--- config.mk ---
export PLATFORM = sky130hd
export DESIGN_NAME = integer_to_ascii_formatter
export DESIGN_NICKNAME = d
export VERILOG_FILES = /design/src/sv/ita_pkg.sv /design/src/sv/ita_front.sv /design/src/sv/ita_fifo.sv /design/src/sv/ita_back.sv /design/src/sv/integer_to_ascii_formatter.sv
export SDC_FILE = /design/constraint.sdc
export NUM_CORES = 2
export LEC_CHECK = 0
export BUFFER_PORTS_ARGS = -buffer_cell sky130_fd_sc_hd__buf_2
export CORE_ASPECT_RATIO = 2
export CORE_MARGIN = 1
export CORE_UTILIZATION = 45
export DETAILED_ROUTE_END_ITERATION = 16
export GPL_TIMING_DRIVEN = 0
export PLACE_DENSITY = 0.72
export SLEW_MARGIN = 20
export SYNTH_ARGS = -nofsm -noshare
export SYNTH_HDL_FRONTEND = slang
export SYNTH_HIERARCHICAL = 1
export SYNTH_SLANG_ARGS = --single-unit
export TNS_END_PERCENT = 30
--- constraint.sdc ---
create_clock -name clk -period 18.65 [get_ports clk]
set_input_delay 0 -clock clk [delete_from_list [all_inputs] [get_ports clk]]
set_output_delay 0 -clock clk [all_outputs]
set_load 0.005 [all_outputs]
--- src/sv/ita_pkg.sv ---
package ita_pkg;

  localparam int VALUE_W = 64;
  localparam int DEC_W   = 32;
  localparam int NIB_W   = 4;
  localparam int IDX_W   = 4;
  localparam int CHAR_W  = 8;
  localparam int CNT_W   = 5;
  localparam int ACT_W   = 2;
  localparam int NIBBLES = VALUE_W / NIB_W;

  localparam logic [ACT_W-1:0] ACT_SDEC = 2'd0;
  localparam logic [ACT_W-1:0] ACT_UDEC = 2'd1;
  localparam logic [ACT_W-1:0] ACT_HEXL = 2'd2;
  localparam logic [ACT_W-1:0] ACT_HEXU = 2'd3;

  // Ten decimal digits cover every 32-bit magnitude.
  localparam int DEC_DIGITS = 10;

  // Division by ten: q = (w * 0xCCCCCCCD) >> 35, exact for all 32-bit w.
  localparam logic [DEC_W-1:0] DIV10_MAGIC = 32'hCCCC_CCCD;
  localparam int               DIV10_SHIFT = 35;

  localparam int FIFO_DEPTH = 2;
  localparam int FIFO_PTR_W = 1;
  localparam int FIFO_CNT_W = 2;

  localparam logic [CHAR_W-1:0] ASCII_ZERO  = 8'h30;
  localparam logic [CHAR_W-1:0] ASCII_MINUS = 8'h2D;
  localparam logic [CHAR_W-1:0] ASCII_UPA   = 8'h41;
  localparam logic [CHAR_W-1:0] ASCII_LOWA  = 8'h61;

  // A classified job as it travels from the front to the back.
  typedef struct packed {
    logic               is_hex;
    logic               upper;
    logic               neg;
    logic [VALUE_W-1:0] mag;
    logic [IDX_W-1:0]   top;
  } ita_job_t;

  function automatic logic [CHAR_W-1:0] hex_char(input logic [NIB_W-1:0] nib,
                                                 input logic upper);
    logic [CHAR_W-1:0] ext;
    ext = {{(CHAR_W-NIB_W){1'b0}}, nib};
    if (nib < 4'd10) begin
      hex_char = ASCII_ZERO + ext;
    end else if (upper) begin
      hex_char = ASCII_UPA + ext - 8'd10;
    end else begin
      hex_char = ASCII_LOWA + ext - 8'd10;
    end
  endfunction

endpackage

--- src/sv/ita_front.sv ---
module ita_front (
  input  logic                        clk,
  input  logic                        rst_n,
  input  logic                        start,
  input  logic [ita_pkg::VALUE_W-1:0] value,
  input  logic [ita_pkg::ACT_W-1:0]   action,
  input  logic                        fifo_full,
  output logic                        busy,
  output logic                        push,
  output ita_pkg::ita_job_t           job
);
  import ita_pkg::*;

  logic               valid_r, valid_nxt;
  ita_job_t           job_r;
  ita_job_t           cls;
  logic               accept;
  logic [DEC_W-1:0]   low;
  logic [DEC_W-1:0]   mag_dec;

  // Classify the incoming number: sign, magnitude and top hex digit.
  always_comb begin
    low        = value[DEC_W-1:0];
    cls.is_hex = action[1];
    cls.upper  = (action == ACT_HEXU);
    cls.neg    = (action == ACT_SDEC) && low[DEC_W-1];
    mag_dec    = cls.neg ? (32'd0 - low) : low;
    cls.mag    = cls.is_hex ? value : {{(VALUE_W-DEC_W){1'b0}}, mag_dec};
    cls.top    = '0;
    for (int i = 0; i < NIBBLES; i++) begin
      if (value[i*NIB_W +: NIB_W] != '0) begin
        cls.top = IDX_W'(i);
      end
    end
  end

  assign push      = valid_r && !fifo_full;
  assign busy      = valid_r && fifo_full;
  assign accept    = start && !busy;
  assign valid_nxt = accept || (valid_r && !push);
  assign job       = job_r;

  always_ff @(posedge clk) begin
    if (!rst_n) begin
      valid_r <= 1'b0;
    end else begin
      valid_r <= valid_nxt;
    end
  end

  always_ff @(posedge clk) begin
    if (accept) begin
      job_r <= cls;
    end
  end

endmodule

--- src/sv/ita_fifo.sv ---
module ita_fifo (
  input  logic              clk,
  input  logic              rst_n,
  input  logic              push,
  input  ita_pkg::ita_job_t wdata,
  output logic              full,
  input  logic              pop,
  output ita_pkg::ita_job_t rdata,
  output logic              empty
);
  import ita_pkg::*;

  ita_job_t                slot_r [FIFO_DEPTH];
  logic [FIFO_PTR_W-1:0]   wptr_r, wptr_nxt;
  logic [FIFO_PTR_W-1:0]   rptr_r, rptr_nxt;
  logic [FIFO_CNT_W-1:0]   cnt_r, cnt_nxt;
  logic                    do_push, do_pop;

  assign full    = (cnt_r == FIFO_CNT_W'(FIFO_DEPTH));
  assign empty   = (cnt_r == '0);
  assign do_push = push && !full;
  assign do_pop  = pop && !empty;
  assign rdata   = slot_r[rptr_r];

  always_comb begin
    wptr_nxt = do_push ? wptr_r + 1'b1 : wptr_r;
    rptr_nxt = do_pop ? rptr_r + 1'b1 : rptr_r;
    cnt_nxt  = cnt_r + FIFO_CNT_W'(do_push) - FIFO_CNT_W'(do_pop);
  end

  always_ff @(posedge clk) begin
    if (!rst_n) begin
      wptr_r <= '0;
      rptr_r <= '0;
      cnt_r  <= '0;
    end else begin
      wptr_r <= wptr_nxt;
      rptr_r <= rptr_nxt;
      cnt_r  <= cnt_nxt;
    end
  end

  always_ff @(posedge clk) begin
    if (do_push) begin
      slot_r[wptr_r] <= wdata;
    end
  end

endmodule

--- src/sv/ita_back.sv ---
module ita_back (
  input  logic                       clk,
  input  logic                       rst_n,
  input  logic                       empty,
  input  ita_pkg::ita_job_t          job,
  output logic                       pop,
  output logic                       strobe,
  output logic [ita_pkg::CHAR_W-1:0] char_code,
  output logic                       is_last,
  output logic [ita_pkg::CNT_W-1:0]  char_count
);
  import ita_pkg::*;

  localparam logic [1:0] ST_IDLE = 2'd0;
  localparam logic [1:0] ST_MUL  = 2'd1;
  localparam logic [1:0] ST_DIV  = 2'd2;
  localparam logic [1:0] ST_EMIT = 2'd3;

  logic [1:0]           st_r, st_nxt;
  logic                 hex_r, hex_nxt;
  logic                 upper_r, upper_nxt;
  logic                 sign_r, sign_nxt;
  logic                 neg_r, neg_nxt;
  logic [VALUE_W-1:0]   hexval_r, hexval_nxt;
  logic [DEC_W-1:0]     w_r, w_nxt;
  logic [2*DEC_W-1:0]   prod_r, prod_nxt;
  logic [IDX_W-1:0]     wptr_r, wptr_nxt;
  logic [IDX_W-1:0]     idx_r, idx_nxt;
  logic [CNT_W-1:0]     total_r, total_nxt;
  logic [NIB_W-1:0]     dig_r [DEC_DIGITS];
  logic                 dig_we;
  logic [NIB_W-1:0]     dig_wdata;
  logic                 strobe_r, strobe_nxt;
  logic [CHAR_W-1:0]    char_r, char_nxt;
  logic                 last_r, last_nxt;
  logic [CNT_W-1:0]     count_r, count_nxt;
  logic [DEC_W-1:0]     quot;
  logic [DEC_W-1:0]     rem;

  always_comb begin
    st_nxt     = st_r;
    hex_nxt    = hex_r;
    upper_nxt  = upper_r;
    sign_nxt   = sign_r;
    neg_nxt    = neg_r;
    hexval_nxt = hexval_r;
    w_nxt      = w_r;
    prod_nxt   = prod_r;
    wptr_nxt   = wptr_r;
    idx_nxt    = idx_r;
    total_nxt  = total_r;
    strobe_nxt = 1'b0;
    char_nxt   = char_r;
    last_nxt   = last_r;
    count_nxt  = count_r;
    pop        = 1'b0;
    dig_we     = 1'b0;
    quot       = {{(DEC_W-(2*DEC_W-DIV10_SHIFT)){1'b0}}, prod_r[2*DEC_W-1:DIV10_SHIFT]};
    rem        = w_r - ((quot << 3) + (quot << 1));
    dig_wdata  = rem[NIB_W-1:0];
    unique case (st_r)
      ST_IDLE: begin
        if (!empty) begin
          pop        = 1'b1;
          hex_nxt    = job.is_hex;
          upper_nxt  = job.upper;
          neg_nxt    = job.neg;
          hexval_nxt = job.mag;
          w_nxt      = job.mag[DEC_W-1:0];
          wptr_nxt   = '0;
          if (job.is_hex) begin
            idx_nxt   = job.top;
            total_nxt = {1'b0, job.top} + 5'd1;
            sign_nxt  = 1'b0;
            st_nxt    = ST_EMIT;
          end else begin
            sign_nxt = job.neg;
            st_nxt   = ST_MUL;
          end
        end
      end
      ST_MUL: begin
        prod_nxt = {{DEC_W{1'b0}}, w_r} * {{DEC_W{1'b0}}, DIV10_MAGIC};
        st_nxt   = ST_DIV;
      end
      ST_DIV: begin
        dig_we = 1'b1;
        w_nxt  = quot;
        if (quot == '0) begin
          idx_nxt   = wptr_r;
          total_nxt = {1'b0, wptr_r} + 5'd1 + {{(CNT_W-1){1'b0}}, neg_r};
          st_nxt    = ST_EMIT;
        end else begin
          wptr_nxt = wptr_r + 1'b1;
          st_nxt   = ST_MUL;
        end
      end
      ST_EMIT: begin
        strobe_nxt = 1'b1;
        if (sign_r) begin
          char_nxt  = ASCII_MINUS;
          last_nxt  = 1'b0;
          count_nxt = '0;
          sign_nxt  = 1'b0;
        end else begin
          char_nxt = hex_r ? hex_char(hexval_r[{idx_r, 2'b00} +: NIB_W], upper_r)
                           : ASCII_ZERO + {{(CHAR_W-NIB_W){1'b0}}, dig_r[idx_r]};
          if (idx_r == '0) begin
            last_nxt  = 1'b1;
            count_nxt = total_r;
            st_nxt    = ST_IDLE;
          end else begin
            last_nxt  = 1'b0;
            count_nxt = '0;
            idx_nxt   = idx_r - 1'b1;
          end
        end
      end
      default: st_nxt = ST_IDLE;
    endcase
  end

  always_ff @(posedge clk) begin
    if (!rst_n) begin
      st_r     <= ST_IDLE;
      strobe_r <= 1'b0;
    end else begin
      st_r     <= st_nxt;
      strobe_r <= strobe_nxt;
    end
  end

  always_ff @(posedge clk) begin
    hex_r    <= hex_nxt;
    upper_r  <= upper_nxt;
    sign_r   <= sign_nxt;
    neg_r    <= neg_nxt;
    hexval_r <= hexval_nxt;
    w_r      <= w_nxt;
    prod_r   <= prod_nxt;
    wptr_r   <= wptr_nxt;
    idx_r    <= idx_nxt;
    total_r  <= total_nxt;
    char_r   <= char_nxt;
    last_r   <= last_nxt;
    count_r  <= count_nxt;
    if (dig_we) begin
      dig_r[wptr_r] <= dig_wdata;
    end
  end

  assign strobe     = strobe_r;
  assign char_code  = char_r;
  assign is_last    = last_r;
  assign char_count = count_r;

endmodule

--- src/sv/integer_to_ascii_formatter.sv ---
// A hex number goes straight to its characters. A decimal number first runs the
// divide-by-ten multiplier in the back end once per digit, and only then shows
// its sign, if any, and its digits. The back end takes no new number from the
// queue before the last character of the current one is on the output.
// Reset: synchronous, active low; the queue empties and no character is shown.
// The receiver cannot stall: each character is shown for one cycle only.
module integer_to_ascii_formatter (
  input  logic                        clk,
  input  logic                        rst_n,
  input  logic                        start,
  output logic                        busy,
  input  logic [ita_pkg::VALUE_W-1:0] in_value,
  input  logic [ita_pkg::ACT_W-1:0]   in_action,
  output logic                        out_strobe,
  output logic [ita_pkg::CHAR_W-1:0]  out_char_code,
  output logic                        out_is_last,
  output logic [ita_pkg::CNT_W-1:0]   out_char_count
);
  import ita_pkg::*;

  // The front end takes one beat, works out the sign, the magnitude and the
  // position of the highest non-zero hex digit, and holds the result until
  // the queue has room. Busy is high only while that holding stage is stuck.
  ita_job_t front_job;
  logic     front_push;
  logic     q_full;
  logic     q_empty;
  logic     q_pop;
  ita_job_t q_job;

  ita_front u_front (
    .clk       (clk),
    .rst_n     (rst_n),
    .start     (start),
    .value     (in_value),
    .action    (in_action),
    .fifo_full (q_full),
    .busy      (busy),
    .push      (front_push),
    .job       (front_job)
  );

  // A two-entry queue lets the front end keep taking numbers while the back
  // end is still producing characters for an earlier one.
  ita_fifo u_fifo (
    .clk   (clk),
    .rst_n (rst_n),
    .push  (front_push),
    .wdata (front_job),
    .full  (q_full),
    .pop   (q_pop),
    .rdata (q_job),
    .empty (q_empty)
  );

  // The back end turns a job into characters. Hex digits are read straight
  // from the nibbles, most significant first. Decimal digits come out least
  // significant first from repeated division by ten, so they are kept in a
  // small digit buffer and then played back in reverse, after the sign.
  ita_back u_back (
    .clk        (clk),
    .rst_n      (rst_n),
    .empty      (q_empty),
    .job        (q_job),
    .pop        (q_pop),
    .strobe     (out_strobe),
    .char_code  (out_char_code),
    .is_last    (out_is_last),
    .char_count (out_char_count)
  );

endmodule

==> metrics.csv <==
metric,value,unit
Yosys Warn Count,6,
share of cells above drive strength 1,9.265,%
vias,20850,
hold depth,2,
Worst EP arrival,9160,ps
Hold Path End,u_front/job[4]$_DFFE_PP_,
I/O pins,85,
Core ar.,74800,um^2
Num CTS Buffers,31,
CP startpoint kind,flip-flop,
global-route wire length before repair,137200,um
fin crit period,8751,ps
die height,390.3,um
# resized after CTS,0,
total track usage,24.81,%
Max Cap Violations,0,
worst reg-to-reg setup slack,9900,ps
H-tree Lvls,1,
initial core utilization,45.35,%
CP endpoint kind,flip-flop,
"Reg clk slew, reported paths",80,ps
DIE WIDTH,196.1,um
Routed wire per std cell,22.80,um
Crit-path slowest cell,o21ai_0,
syn_nets,3557,
number of remaining DRC errors,0,
clock sink count,421,
#FFs+latches synth,421,
largest cells by area after synthesis,"edfxtp_1, fa_1, ha_1",
worst path required time,19060,ps
"Setup Fix Bufs, Post-CTS",0,
ys async rst share,0,%
reg2reg path depth,24,
Synth area leader,edfxtp_1,
Final Core Density,50.60,%
buffer and inverter count on the worst path,5,
Final nets,3772,
worst slew pin tran,1244,ps
kind of cell adding the most delay to the critical path,adder cells,
Antenna Nets Post-Route,0,
largest fanout on the critical path,8,
critical path class,reg2reg,
via count of the first global-routing pass,23300,
CTS root buf,clkbuf_16,
CP most frequent cell,fa_1,
final WL,90970,um
Overflow after GRT,0,
"Top FF cell, synth",edfxtp_1,
Avg Inst Size Synth,12.38,um^2
initial antenna violation count,5,
r2r startpoint,u_back/w_r[7]$_DFFE_PP_,
Iteration-0 DRC Markers,860,
count of final hold-check violations,0,
GP Congestion,1.142,
synthesized instance count,2740,
hold buffer count at CTS,90,
area grow syn2layout,11.57,%
register area share after synthesis,36.88,%
CTS tree,yes,
status,completed,
drt pass-1 iters,7,
fmax,114.3,MHz
Final Setup Violations,0,
largest net degree at the start of global routing,61,
row cnt,142,
"commonest cells after routing, fill and taps aside","inv_1, edfxtp_1, fa_1, ha_1, nand2_1",
Synth Cell Area,33920,um^2
"EDFF count, synth",408,
hold_sp,in_value[0],
top-area cell type share of the netlist area,36.12,%
worst hold-check path type,in2reg,
Slew HR,14.89,%
final slew viol count,0,
RSZ-0062 raised after global routing,no,
crit-path cells,ha_1 -> clkbuf_1 -> xnor2_1 -> o21ai_0 -> fa_1 -> inv_1 -> fa_1 -> fa_1 -> inv_1 -> fa_1 -> fa_1 -> inv_1 -> fa_1 -> inv_1 -> ha_1 -> nand4_1 -> nor2_1 -> nand3_1 -> a31oi_1 -> o21ai_1 -> a2111o_1 -> and2_1 -> o21ai_0 -> xor2_1,
reg2reg end,u_back/prod_r[58]$_DFFE_PP_,
Final Skew,25.33,ps
port buffer count,83,
post-route clock period utilization,46.92,%
fill count,6378,
clk_lat worst skew,600,ps
library cells used by synthesis,72,
"most common cell after layout, fill and taps aside",inv_1,
Crit path largest cell delay,880,ps
clock tree buffer depth,3,
Post-DP HPWL,74710,um
TNS Setup,0,ps
die area,76550,um^2
routed vias/inst,5.227,
## final cells by class
cell class / instances / area (um^2) / share of cell area [%]
inverter: 597 / 2243 / 5.928
multi-input combinational: 1667 / 18850 / 49.81
timing repair buffer: 182 / 1504 / 3.974
clock inverter: 26 / 336.6 / 0.8893
sequential: 421 / 12510 / 33.06
clock buffer: 31 / 775.7 / 2.050
tap: 1008 / 1261 / 3.332
buffer: 55 / 356.6 / 0.9422
antenna: 2 / 5.005 / 0.01322
## cell usage after synthesis (10+ instances only)
cell,instances
edfxtp_1,408
dfxtp_1,13
and2_1,66
nand2_1,151
mux4_2,16
fa_1,386
clkbuf_1,40
ha_1,362
xnor2_1,52
o21ai_0,31
mux2i_1,23
nor2b_1,14
nand4_1,12
nand3_1,16
or4_1,11
a21oi_1,79
nor2_1,81
a21o_1,41
nor4_1,19
a221oi_1,13
xor2_1,66
mux2_4,70
a211oi_1,10
inv_1,597
and3_1,12
nor3_1,23
nand2b_1,12
## worst reg2reg max path: stages (launching register included)
cell	delay (ps)
edfxtp_1	630
ha_1	420
clkbuf_1	380
xnor2_1	280
o21ai_0	880
fa_1	360
inv_1	70
fa_1	500
fa_1	540
inv_1	50
fa_1	460
fa_1	540
inv_1	60
fa_1	550
inv_1	50
ha_1	310
nand4_1	160
nor2_1	250
nand3_1	190
a31oi_1	450
o21ai_1	230
a2111o_1	570
and2_1	230
o21ai_0	200
xor2_1	240
## through the flow
stage | hold WS, ps | cells | cell area, um^2 | setup WS, ps
CTS | 152.0 | 3987 | 37840 | 10140
finish | 194.5 | 3989 | 37850 | 9899
global route | 186.2 | 3988 | 37840 | 9558
detailed placement | 237.6 | 3840 | 35830 | 10170
floorplan | 98.87 | 2740 | 33920 | 11820
global placement | 219.0 | 3831 | 35600 | 10210
## worst max path at each step
stage,startpoint,end,slack (ps),cells after the start
detailed placement,u_back/w_r[7]$_DFFE_PP_,u_back/prod_r[57]$_DFFE_PP_,10170,24
finish,u_back/w_r[7]$_DFFE_PP_,u_back/prod_r[58]$_DFFE_PP_,9900,24
global route,u_back/w_r[7]$_DFFE_PP_,u_back/prod_r[58]$_DFFE_PP_,9560,24
global placement,u_back/w_r[7]$_DFFE_PP_,u_back/prod_r[57]$_DFFE_PP_,10210,24
floorplan,u_back/w_r[9]$_DFFE_PP_,u_back/prod_r[57]$_DFFE_PP_,11820,25
CTS,u_back/w_r[7]$_DFFE_PP_,u_back/prod_r[58]$_DFFE_PP_,10140,24
## logic make-up (layout without fill, tap and decap cells)
| group | count (synthesis) | in the layout | share of synthesized area (%) |
|---|---|---|---|
| adders and majority gates | 748 | 748 | 36.13 |
| buffers and inverters | 652 | 891 | 7.657 |
| and+or+nand+nor | 441 | 441 | 6.521 |
| DFF | 421 | 421 | 36.88 |
| AOI/OAI and AO/OA | 244 | 244 | 4.710 |
| xor gates and xnor gates | 118 | 118 | 3.047 |
| muxes | 115 | 115 | 5.038 |
| other | 1 | 3 | 0.01105 |
## registers in the layout, summed over array words and instances, names as in the netlist, 4 cells and up, named ones only
register / flops
u_back/hexval_r: 64
u_back/total_r: 5
u_back/w_r: 32
u_fifo/slot_r: 142
u_back/char_code: 7
u_back/wptr_r: 4
u_front/job: 71
u_back/char_count: 5
u_back/idx_r: 4
u_back/prod_r: 29
u_back/dig_r: 40
## per-layer routing
layer  wire length [um]  GRT usage, %
met2              49590         47.21
met5                 13             0
met4              11150         24.56
met3               3954         3.795
met1              26260         21.19
Power is left out: the tool's default activity adds up to more than one toggle a clock period on the data nets, which glitch-free logic cannot reach.
